**src/rtl/dmpt_pkg.sv**
```systemverilog
// Package for the drive mixer with piston tracker: payload structs, piston
// codes, controller states, command/status structs and shared constants.
// No dependencies.
`timescale 1ns / 1ps

package dmpt_pkg;

	// Q2.14 unity and divider geometry
	localparam int unsigned QW        = 16;
	localparam int unsigned MAGW      = QW + 1;           // |y +/- theta| up to 65536
	localparam int unsigned REMW      = MAGW + 1;         // partial remainder after shift
	localparam int unsigned QUOTW     = 15;               // quotient up to 16384
	localparam int unsigned DIV_STEPS = QUOTW;
	localparam int unsigned STEPW     = $clog2(DIV_STEPS);

	localparam logic [MAGW-1:0] Q_ONE = MAGW'(16384);

	// configuration registers
	localparam int unsigned CFG_DW = 16;
	localparam int unsigned CFG_IW = 1;
	localparam logic [CFG_IW-1:0] CFG_SETTLE_MS            = 1'b0;
	localparam logic [CFG_IW-1:0] CFG_STATIONARY_THRESHOLD = 1'b1;

	localparam logic [15:0] SETTLE_MS_RST            = 16'd200;
	localparam logic [14:0] STATIONARY_THRESHOLD_RST = 15'd1638;

	typedef enum logic [1:0] {
		PST_FULL     = 2'd0,
		PST_FILLING  = 2'd1,
		PST_EMPTY    = 2'd2,
		PST_EMPTYING = 2'd3
	} piston_t;

	typedef struct packed {
		logic        [31:0] now_ms;
		logic signed [15:0] strafe_goal;
		logic signed [15:0] forward_goal;
		logic signed [15:0] turn_goal;
	} goal_t;

	typedef struct packed {
		logic signed [15:0] left_power;
		logic signed [15:0] right_power;
		logic signed [15:0] center_power;
		logic               piston_extend;
		logic        [1:0]  piston_estimate;
	} result_t;

	typedef enum logic [1:0] {
		S_IDLE,
		S_MIX,
		S_DIV,
		S_FINISH
	} ctrl_state_t;

	typedef struct packed {
		logic capture;   // latch the accepted goal
		logic mix;       // mix, pick the piston command, seed the divider
		logic div_step;  // one restoring-division step
		logic out_load;  // move the finished result into the output register
	} ctrl_cmd_t;

	typedef struct packed {
		logic div_last;  // the current divider step is the final one
	} dp_status_t;

endpackage

```
**src/rtl/dmpt_if.sv**
```systemverilog
// Valid/ready channel interfaces for goal transactions and result transactions.
// Depends on dmpt_pkg.
`timescale 1ns / 1ps

interface dmpt_goal_if;
	logic            valid;
	logic            ready;
	dmpt_pkg::goal_t payload;

	modport source (output valid, output payload, input ready);
	modport sink   (input valid, input payload, output ready);
endinterface

interface dmpt_result_if;
	logic              valid;
	logic              ready;
	dmpt_pkg::result_t payload;

	modport source (output valid, output payload, input ready);
	modport sink   (input valid, input payload, output ready);
endinterface

```
**src/rtl/drive_mixer_with_piston_tracker.sv**
```systemverilog
// Top level of the drive mixer with piston tracker: goal and result channels,
// configuration write port. Depends on dmpt_pkg, dmpt_if, dmpt_ctrl, dmpt_datapath.
`timescale 1ns / 1ps

// Takes one goal transaction (strafe, forward, turn in Q2.14 plus a ms timestamp)
// at a time and returns exactly one result transaction for it. Left and right
// wheel power are (forward +/- turn) scaled by 16384 / max(1.0, |left|, |right|),
// truncated toward zero; center power is the strafe goal unchanged. The strafe
// piston extends when 2*|strafe| >= max(|left|, |right|), except when every
// magnitude is below stationary_threshold, where it keeps the direction of the
// current piston estimate. The estimate (0 full, 1 filling, 2 empty,
// 3 emptying) resets to emptying with a change time of 0 and turns full/empty
// once settle_ms have passed since the last command change.
// Timing: a goal is accepted in the idle cycle, mixed in the next, then a
// shared 15-step restoring divider produces both wheel quotients one bit per
// cycle, and the finish state loads the output register once the output is
// free or being read, so a stalled receiver holds the block there. The next
// goal may be taken while that result still waits on the output.
// Configuration: index 0 settle_ms, index 1 stationary_threshold; write only
// while no goal is in flight.

module drive_mixer_with_piston_tracker (
	input  logic                         clk,
	input  logic                         arst_n,
	input  logic                         cfg_we,
	input  logic [dmpt_pkg::CFG_IW-1:0]  cfg_index,
	input  logic [dmpt_pkg::CFG_DW-1:0]  cfg_wdata,
	dmpt_goal_if.sink                    goal,
	dmpt_result_if.source                result
);

	dmpt_pkg::ctrl_cmd_t  cmd;
	dmpt_pkg::dp_status_t status;

	// sequencer: owns the handshakes and the output-register valid flag
	dmpt_ctrl u_ctrl (
		.clk          (clk),
		.arst_n       (arst_n),
		.goal_valid   (goal.valid),
		.goal_ready   (goal.ready),
		.result_valid (result.valid),
		.result_ready (result.ready),
		.status       (status),
		.cmd          (cmd)
	);

	// arithmetic, piston tracker, config registers and result payload
	dmpt_datapath u_datapath (
		.clk       (clk),
		.arst_n    (arst_n),
		.cfg_we    (cfg_we),
		.cfg_index (cfg_index),
		.cfg_wdata (cfg_wdata),
		.goal      (goal.payload),
		.cmd       (cmd),
		.status    (status),
		.result    (result.payload)
	);

`ifndef SYNTHESIS
	// one goal at a time: no transaction is taken in the cycle after one was
	a_single_goal: assert property (@(posedge clk) disable iff (!arst_n)
		goal.valid && goal.ready |=> !goal.ready)
		else $error("goal accepted back to back");

	// normalized wheel powers stay within [-1.0, 1.0]
	a_power_range: assert property (@(posedge clk) disable iff (!arst_n)
		result.valid |-> (result.payload.left_power <= 16'sd16384)
			&& (result.payload.left_power >= -16'sd16384)
			&& (result.payload.right_power <= 16'sd16384)
			&& (result.payload.right_power >= -16'sd16384))
		else $error("wheel power out of range");

	// estimate follows the command: full/filling exactly when extended
	a_estimate_cmd: assert property (@(posedge clk) disable iff (!arst_n)
		result.valid |-> (result.payload.piston_extend ==
			((result.payload.piston_estimate == dmpt_pkg::PST_FULL)
			|| (result.payload.piston_estimate == dmpt_pkg::PST_FILLING))))
		else $error("piston estimate disagrees with command");
`endif

endmodule

```
**src/rtl/dmpt_ctrl.sv**
```systemverilog
// Controller state machine: sequences capture, mix, division and result hand-off.
// Depends on dmpt_pkg.
`timescale 1ns / 1ps

module dmpt_ctrl (
	input  logic                   clk,
	input  logic                   arst_n,
	input  logic                   goal_valid,
	output logic                   goal_ready,
	output logic                   result_valid,
	input  logic                   result_ready,
	input  dmpt_pkg::dp_status_t   status,
	output dmpt_pkg::ctrl_cmd_t    cmd
);

	dmpt_pkg::ctrl_state_t state_q, state_nxt;
	logic                  out_valid_q;
	logic                  slot_free;

	assign slot_free    = !out_valid_q || result_ready;
	assign result_valid = out_valid_q;

	always_comb begin
		state_nxt = state_q;
		unique case (state_q)
			dmpt_pkg::S_IDLE: begin
				if (goal_valid) state_nxt = dmpt_pkg::S_MIX;
			end
			dmpt_pkg::S_MIX: begin
				state_nxt = dmpt_pkg::S_DIV;
			end
			dmpt_pkg::S_DIV: begin
				if (status.div_last) state_nxt = dmpt_pkg::S_FINISH;
			end
			dmpt_pkg::S_FINISH: begin
				if (slot_free) state_nxt = dmpt_pkg::S_IDLE;
			end
			default: begin
				state_nxt = dmpt_pkg::S_IDLE;
			end
		endcase
	end

	always_comb begin
		cmd        = '0;
		goal_ready = 1'b0;
		unique case (state_q)
			dmpt_pkg::S_IDLE: begin
				goal_ready  = 1'b1;
				cmd.capture = goal_valid;
			end
			dmpt_pkg::S_MIX: begin
				cmd.mix = 1'b1;
			end
			dmpt_pkg::S_DIV: begin
				cmd.div_step = 1'b1;
			end
			dmpt_pkg::S_FINISH: begin
				cmd.out_load = slot_free;
			end
			default: begin
				cmd = '0;
			end
		endcase
	end

	always_ff @(posedge clk or negedge arst_n) begin
		if (!arst_n) begin
			state_q     <= dmpt_pkg::S_IDLE;
			out_valid_q <= 1'b0;
		end else begin
			state_q <= state_nxt;
			if (cmd.out_load) begin
				out_valid_q <= 1'b1;
			end else if (result_ready) begin
				out_valid_q <= 1'b0;
			end
		end
	end

endmodule

```
**src/rtl/dmpt_datapath.sv**
```systemverilog
// Datapath: goal capture, arcade mixing, piston tracker, shared restoring divider
// for both wheels and the output register. Depends on dmpt_pkg.
`timescale 1ns / 1ps

module dmpt_datapath (
	input  logic                                 clk,
	input  logic                                 arst_n,
	input  logic                                 cfg_we,
	input  logic [dmpt_pkg::CFG_IW-1:0]          cfg_index,
	input  logic [dmpt_pkg::CFG_DW-1:0]          cfg_wdata,
	input  dmpt_pkg::goal_t                      goal,
	input  dmpt_pkg::ctrl_cmd_t                  cmd,
	output dmpt_pkg::dp_status_t                 status,
	output dmpt_pkg::result_t                    result
);

	localparam int unsigned MAGW  = dmpt_pkg::MAGW;
	localparam int unsigned REMW  = dmpt_pkg::REMW;
	localparam int unsigned QUOTW = dmpt_pkg::QUOTW;
	localparam int unsigned STEPW = dmpt_pkg::STEPW;

	// configuration
	logic [15:0] settle_q;
	logic [14:0] thresh_q;

	// piston tracker
	dmpt_pkg::piston_t piston_q;
	logic              last_cmd_q;
	logic [31:0]       change_q;

	// captured goal
	logic        [31:0] now_q;
	logic signed [15:0] x_q, y_q, th_q;

	// divider
	logic [MAGW-1:0]  divisor_q;
	logic [REMW-1:0]  rem_l_q, rem_r_q;
	logic [QUOTW-1:0] quot_l_q, quot_r_q;
	logic             neg_l_q, neg_r_q;
	logic [STEPW-1:0] step_q;
	logic             ext_q;
	logic signed [15:0] center_q;
	dmpt_pkg::result_t result_q;

	// mix logic
	logic signed [MAGW-1:0] l_sum, r_sum;
	logic [MAGW-1:0] mag_l, mag_r, mag_x, main_mag, div_m, biggest;
	logic            stationary, hold_ext, cmd_bit, settled;
	logic [31:0]     elapsed;
	dmpt_pkg::piston_t piston_nxt;

	// divide step
	logic [REMW-1:0] trial_l, trial_r;
	logic            ge_l, ge_r;

	assign l_sum = MAGW'(y_q) + MAGW'(th_q);
	assign r_sum = MAGW'(y_q) - MAGW'(th_q);

	assign mag_l = l_sum[MAGW-1] ? MAGW'(-l_sum) : MAGW'(l_sum);
	assign mag_r = r_sum[MAGW-1] ? MAGW'(-r_sum) : MAGW'(r_sum);
	assign mag_x = x_q[15] ? MAGW'(-MAGW'(x_q)) : MAGW'(x_q);

	assign main_mag = (mag_l > mag_r) ? mag_l : mag_r;
	assign div_m    = (main_mag > dmpt_pkg::Q_ONE) ? main_mag : dmpt_pkg::Q_ONE;
	assign biggest  = (main_mag > mag_x) ? main_mag : mag_x;

	assign stationary = biggest < MAGW'(thresh_q);
	assign hold_ext   = (piston_q == dmpt_pkg::PST_FULL) || (piston_q == dmpt_pkg::PST_FILLING);
	assign cmd_bit    = stationary ? hold_ext : ({mag_x, 1'b0} >= {1'b0, main_mag});

	assign elapsed = now_q - change_q;
	assign settled = elapsed >= {16'd0, settle_q};

	always_comb begin
		piston_nxt = piston_q;
		if (cmd_bit == last_cmd_q) begin
			if (settled) piston_nxt = last_cmd_q ? dmpt_pkg::PST_FULL : dmpt_pkg::PST_EMPTY;
		end else begin
			piston_nxt = cmd_bit ? dmpt_pkg::PST_FILLING : dmpt_pkg::PST_EMPTYING;
		end
	end

	// first step compares the magnitude itself, later steps shift in a zero
	assign trial_l = (step_q == '0) ? rem_l_q : {rem_l_q[REMW-2:0], 1'b0};
	assign trial_r = (step_q == '0) ? rem_r_q : {rem_r_q[REMW-2:0], 1'b0};
	assign ge_l    = trial_l >= {1'b0, divisor_q};
	assign ge_r    = trial_r >= {1'b0, divisor_q};

	assign status.div_last = (step_q == STEPW'(dmpt_pkg::DIV_STEPS - 1));
	assign result          = result_q;

	always_ff @(posedge clk or negedge arst_n) begin
		if (!arst_n) begin
			settle_q   <= dmpt_pkg::SETTLE_MS_RST;
			thresh_q   <= dmpt_pkg::STATIONARY_THRESHOLD_RST;
			piston_q   <= dmpt_pkg::PST_EMPTYING;
			last_cmd_q <= 1'b0;
			change_q   <= '0;
			step_q     <= '0;
		end else begin
			if (cfg_we) begin
				unique case (cfg_index)
					dmpt_pkg::CFG_SETTLE_MS:            settle_q <= cfg_wdata;
					dmpt_pkg::CFG_STATIONARY_THRESHOLD: thresh_q <= cfg_wdata[14:0];
					default:                            settle_q <= settle_q;
				endcase
			end
			if (cmd.mix) begin
				piston_q <= piston_nxt;
				step_q   <= '0;
				if (cmd_bit != last_cmd_q) begin
					last_cmd_q <= cmd_bit;
					change_q   <= now_q;
				end
			end else if (cmd.div_step) begin
				step_q <= step_q + 1'b1;
			end
		end
	end

	always_ff @(posedge clk) begin
		if (cmd.capture) begin
			now_q <= goal.now_ms;
			x_q   <= goal.strafe_goal;
			y_q   <= goal.forward_goal;
			th_q  <= goal.turn_goal;
		end
		if (cmd.mix) begin
			divisor_q <= div_m;
			rem_l_q   <= REMW'(mag_l);
			rem_r_q   <= REMW'(mag_r);
			neg_l_q   <= l_sum[MAGW-1];
			neg_r_q   <= r_sum[MAGW-1];
			quot_l_q  <= '0;
			quot_r_q  <= '0;
			ext_q     <= cmd_bit;
			center_q  <= x_q;
		end else if (cmd.div_step) begin
			rem_l_q  <= ge_l ? (trial_l - REMW'(divisor_q)) : trial_l;
			rem_r_q  <= ge_r ? (trial_r - REMW'(divisor_q)) : trial_r;
			quot_l_q <= {quot_l_q[QUOTW-2:0], ge_l};
			quot_r_q <= {quot_r_q[QUOTW-2:0], ge_r};
		end
		if (cmd.out_load) begin
			result_q.left_power  <= neg_l_q ? -$signed({1'b0, quot_l_q})
			                                :  $signed({1'b0, quot_l_q});
			result_q.right_power <= neg_r_q ? -$signed({1'b0, quot_r_q})
			                                :  $signed({1'b0, quot_r_q});
			result_q.center_power    <= center_q;
			result_q.piston_extend   <= ext_q;
			result_q.piston_estimate <= piston_q;
		end
	end

endmodule

```
**src/flat_wrapper.sv**
```systemverilog
// flat-port wrapper written by rule: the top's interface ports become plain ports
module drive_mixer_with_piston_tracker_flat 
  (clk, arst_n, cfg_we, cfg_index, cfg_wdata, goal_valid, goal_payload, goal_ready, result_valid, result_payload, result_ready);
  dmpt_goal_if goal_i ();
  dmpt_result_if result_i ();
  input  logic clk;
  input  logic arst_n;
  input  logic cfg_we;
  input  logic [dmpt_pkg::CFG_IW-1:0] cfg_index;
  input  logic [dmpt_pkg::CFG_DW-1:0] cfg_wdata;
  input wire logic [$bits(goal_i.valid)-1:0] goal_valid;
  input wire logic [$bits(goal_i.payload)-1:0] goal_payload;
  output wire logic [$bits(goal_i.ready)-1:0] goal_ready;
  output wire logic [$bits(result_i.valid)-1:0] result_valid;
  output wire logic [$bits(result_i.payload)-1:0] result_payload;
  input wire logic [$bits(result_i.ready)-1:0] result_ready;
  assign goal_i.valid = goal_valid;
  assign goal_i.payload = goal_payload;
  assign goal_ready = goal_i.ready;
  assign result_valid = result_i.valid;
  assign result_payload = result_i.payload;
  assign result_i.ready = result_ready;
  drive_mixer_with_piston_tracker u_core (.clk(clk), .arst_n(arst_n), .cfg_we(cfg_we), .cfg_index(cfg_index), .cfg_wdata(cfg_wdata), .goal(goal_i), .result(result_i));
endmodule
```
**config.mk**
```make
export PLATFORM = sky130hd
export DESIGN_NAME = drive_mixer_with_piston_tracker_flat
export DESIGN_NICKNAME = d
export VERILOG_FILES = /design/src/rtl/dmpt_pkg.sv /design/src/rtl/dmpt_if.sv /design/src/rtl/drive_mixer_with_piston_tracker.sv /design/src/rtl/dmpt_ctrl.sv /design/src/rtl/dmpt_datapath.sv /design/src/flat_wrapper.sv
export SDC_FILE = /design/constraint.sdc
export NUM_CORES = 1
export LEC_CHECK = 0
export ABC_AREA = 1
export BUFFER_PORTS_ARGS = -buffer_cell sky130_fd_sc_hd__buf_2
export CAP_MARGIN = 5
export CORE_MARGIN = 2
export CORE_UTILIZATION = 62
export CTS_CLUSTER_SIZE = 16
export DETAILED_ROUTE_END_ITERATION = 8
export GPL_ROUTABILITY_DRIVEN = 0
export PLACE_DENSITY = 0.82
export SYNTH_ARGS = -nofsm -noshare
export SYNTH_HDL_FRONTEND = slang
export SYNTH_SLANG_ARGS = --single-unit
```
**constraint.sdc**
```tcl
create_clock -name clk -period 9.9 [get_ports clk]
set_clock_uncertainty 0.15 [all_clocks]
set_input_delay 0.495 -clock clk [delete_from_list [all_inputs] [get_ports clk]]
set_output_delay 0.495 -clock clk [all_outputs]
set_load 0.005 [all_outputs]
```
==> flow_summary.ini <==
[synthesis]
synth_mux_area_frac = 0.00249
postSynthCellCount = 2435
postSynthRegisterBits = 306
synth_top_cell_area_share = 0.300
synth_area_um2 = 20100
synthSimpleGateAreaFrac = 0.189
synth_seq_area_share = 0.423
synth_xor_area_frac = 0.0547
post_synth.cell_area_avg_um2 = 8.27
synthDistinctLibCells = 58
synth_compound_area_frac = 0.127
synth-async-reset-ratio = 0.239
largest_family_of_logic_cells_by_synthesized_area = simple AND/OR/NAND/NOR gates
synth_edf_count = 201
synth_nets = 2726
ys.flop_type = sky130_fd_sc_hd__edfxtp_1
area_share_of_fa_ha_maj_cells_after_synthesis = 0.119
synth_warnings = 0
area_leader_netlist = sky130_fd_sc_hd__edfxtp_1
synth_area_leaders = sky130_fd_sc_hd__edfxtp_1 30%, sky130_fd_sc_hd__ha_1 11%, sky130_fd_sc_hd__nand2_1 9.6%
synthMostInstantiatedCell = sky130_fd_sc_hd__nand2_1
synth_top_cells_by_count = 515 x sky130_fd_sc_hd__nand2_1, 346 x sky130_fd_sc_hd__inv_1, 256 x sky130_fd_sc_hd__o21ai_0, 201 x sky130_fd_sc_hd__edfxtp_1, 184 x sky130_fd_sc_hd__ha_1

[setup_path]
critPathMaxFanout = 61
worst-endpoint-arrival_ns = 9.33
worst_path_required_ns = 10.22
slowest_delay_ns = 0.44
worst_path_max_delay_cell = sky130_fd_sc_hd__fa_1
critPathKind = reg -> reg
path_common_cell = sky130_fd_sc_hd__nand2_1
endpoint_kind = flip-flop
worst_setup_path_start_kind = flip-flop
ff2ff_setup_slack_ns = 0.89

[sta]
relSlewSlack = 0.316
unrepaired_setup_endpoints_after_global_routing = false
finalCritPeriodShare = 0.910
min_period_ns = 9.01
setup_total_negative_slack_ns = 0
pins_over_their_slew_limit = 0
setup_violations = 0
fmaxAchievable_ghz = 0.111
hold_viol = 0
worstMarginPinSlew_ns = 1.02

[global_route]
globalRouteOverflowTotal = 0
grt_start_max_net_pins = 75
wire_length_of_the_first_global_routing_pass_mm = 80.4
grtUsageTotal = 0.291
number_of_global_route_vias_before_repair = 16900
grt_antenna_before_repair = 0

[clock_network]
clk_transition_reported_paths_ns = 0.08
clock_sink_count = 306
cts_made_buffers = 31
clock_h_tree_levels = 1
cts_post_setup_buffers_inserted = 0
tritoncts = yes
ctsLongestPathBuffers = 3
worst_skew_pair.late_latency_ns = 0.58
cts_root_buf = sky130_fd_sc_hd__clkbuf_16

[detailed_routing]
viasPerCell = 5.55
drc_violation_count_after_routing = 0
routed_wire_length_per_instance_um = 15.8
dr.pass1.iters = 6
vias = 17300
first_iter_violations = 1635
route.antenna.remaining_nets = 0
drt-total-wl_mm = 49.0

[layout]
drive_gt1_frac = 0.110
post_synthesis_to_final_layout_area_growth_pct = 14.8
nets = 2939
post_layout_nonfiller_instances = 3109

[hold_path]
hold_class = in -> reg

[floorplanning]
std_cell_rows = 65
initial_core_util = 0.633
die_h_um = 184
die_area_um2 = 33900
floorplan.core_area_um2 = 31800
die_width_um = 184
io_pins = 155

[outcome]
run_status = finished clean

[run]
max_cap_viol_count = 0

[place]
hpwlAfterDp_mm = 35.0
placed_cells_incl_taps = 2969
placement.io_buffers = 154
[worst max-delay path: cells and delay by family, from the launching register on]
kind	cells	cell delay [ns]
buffers and inverters	7	0.90
xor gates and xnor gates	1	0.15
adders and majority gates	6	1.93
and+or+nand+nor	27	3.33
AOI/OAI and AO/OA	12	2.03
DFF	1	0.36
[layer usage]
layer / vias to the layer above / routed length, µm / track usage / share of wire
met5: - / 0 / 0 / 0
met4: 0 / 2050 / 0.114 / 0.042
met3: 156 / 3400 / 0.0352 / 0.069
met2: 709 / 23400 / 0.506 / 0.48
met1: 7911 / 20200 / 0.372 / 0.41
li1: 8479 / - / - / -
[what timing repair did]
action / CTS / global route
endpoints found under the hold margin: 142 / 0
hold buffers: 81 / 0
setup endpoints to repair: 0 / 31
resized for setup: 0 / 3
[sequential cells by signal, indices dropped and copies added (netlist names)]
signal	cells
u_core.u_datapath.result	51
u_core.u_datapath.change_q	32
u_core.u_datapath.now_q	32
u_core.u_datapath.rem_l_q	18
u_core.u_datapath.rem_r_q	18
u_core.u_datapath.divisor_q	17
u_core.u_datapath.center_q	16
u_core.u_datapath.settle_q	16
u_core.u_datapath.th_q	16
u_core.u_datapath.x_q	16
u_core.u_datapath.y_q	16
u_core.u_datapath.quot_l_q	15
u_core.u_datapath.quot_r_q	15
u_core.u_datapath.thresh_q	15
u_core.u_datapath.step_q	4
u_core.u_ctrl.state_q	2
u_core.u_datapath.piston_q	2
u_core.u_ctrl.result_valid	1
u_core.u_datapath.ext_q	1
u_core.u_datapath.last_cmd_q	1
u_core.u_datapath.neg_l_q	1
u_core.u_datapath.neg_r_q	1
[stage by stage]
step / util / instance area, µm² / setup WS [ns] / hold slack, ns
after CTS: 0.727 / 23100 / 0.801 / 0.0196
final: 0.727 / 23100 / 0.891 / 0.0333
after global routing: 0.727 / 23100 / 0.0559 / 0.0430
after global placement: 0.668 / 21200 / 1.42 / 0.251
after floorplan: - / 20100 / 1.92 / 0.0494
after detailed placement: 0.668 / 21200 / 0.876 / 0.255
[cell type report]
| cell class | instances | area [µm²] |
|---|---|---|
| flip-flops and latches | 306 | 8520 |
| diodes | 1 | 2.50 |
| repair buffers | 244 | 1660 |
| clock buffers | 38 | 855 |
| inverters | 373 | 1400 |
| multi-input cells | 1692 | 9950 |
| well taps | 435 | 544 |
| fillers | 2300 | 8680 |
| clock inverters | 20 | 193 |
[logic make-up (layout without fill, tap and decap cells)]
family,Yosys count,after routing
adders and majority gates,189,189
DFF,306,306
AOI/OAI and AO/OA,471,471
and+or+nand+nor,902,902
buffers and inverters,437,675
muxes,5,5
xor gates and xnor gates,124,124
other,1,2
[final timing paths]
kind                                                from                             end  cells after the start
min                                         cfg_wdata[2]   u_core.u_datapath.thresh_q[2]                      3
min in group asynchronous                         arst_n  u_core.u_datapath.change_q[18]                      2
max in group asynchronous                         arst_n  u_core.u_datapath.settle_q[11]                      2
max reg2reg                    u_core.u_datapath.th_q[0]  u_core.u_datapath.change_q[28]                     53
min reg2reg                u_core.u_datapath.center_q[0]     u_core.u_datapath.result[3]                      0
max                            u_core.u_datapath.th_q[0]  u_core.u_datapath.change_q[28]                     53
[placed cells by master (no fill, tap or decap), types with 5 or more instances in the layout]
cell / Yosys / layout
sky130_fd_sc_hd__ha_1: 184 / 183
sky130_fd_sc_hd__nand4_1: 30 / 30
sky130_fd_sc_hd__clkinv_1: 7 / 11
sky130_fd_sc_hd__mux2i_1: 5 / 5
sky130_fd_sc_hd__o21ai_0: 256 / 255
sky130_fd_sc_hd__xnor2_1: 36 / 36
sky130_fd_sc_hd__xor2_1: 86 / 86
sky130_fd_sc_hd__dfxtp_1: 32 / 32
sky130_fd_sc_hd__o21ai_1: 19 / 20
sky130_fd_sc_hd__a211oi_1: 5 / 5
sky130_fd_sc_hd__dfstp_2: 11 / 11
sky130_fd_sc_hd__nand2_1: 515 / 515
sky130_fd_sc_hd__inv_1: 346 / 345
sky130_fd_sc_hd__clkinv_2: 0 / 7
sky130_fd_sc_hd__nand2_2: 11 / 10
sky130_fd_sc_hd__nor3_1: 28 / 28
sky130_fd_sc_hd__inv_2: 20 / 20
sky130_fd_sc_hd__dlygate4sd3_1: 0 / 81
sky130_fd_sc_hd__o211ai_1: 6 / 6
sky130_fd_sc_hd__edfxtp_1: 201 / 201
sky130_fd_sc_hd__nor2_2: 10 / 10
sky130_fd_sc_hd__clkbuf_16: 0 / 33
sky130_fd_sc_hd__or2_2: 10 / 10
sky130_fd_sc_hd__o21bai_1: 13 / 13
sky130_fd_sc_hd__a31oi_1: 8 / 8
sky130_fd_sc_hd__buf_2: 9 / 153
sky130_fd_sc_hd__a21boi_1: 6 / 6
sky130_fd_sc_hd__nand3_1: 90 / 90
sky130_fd_sc_hd__nor3b_1: 6 / 6
sky130_fd_sc_hd__nor4_1: 12 / 12
sky130_fd_sc_hd__fa_1: 5 / 5
sky130_fd_sc_hd__dfrtp_1: 62 / 62
sky130_fd_sc_hd__buf_4: 6 / 9
sky130_fd_sc_hd__a21oi_1: 129 / 128
sky130_fd_sc_hd__nor2_1: 177 / 177
Power is not shown: default switching activity piles up to over one toggle a cycle in this logic, so the estimate is an artifact.
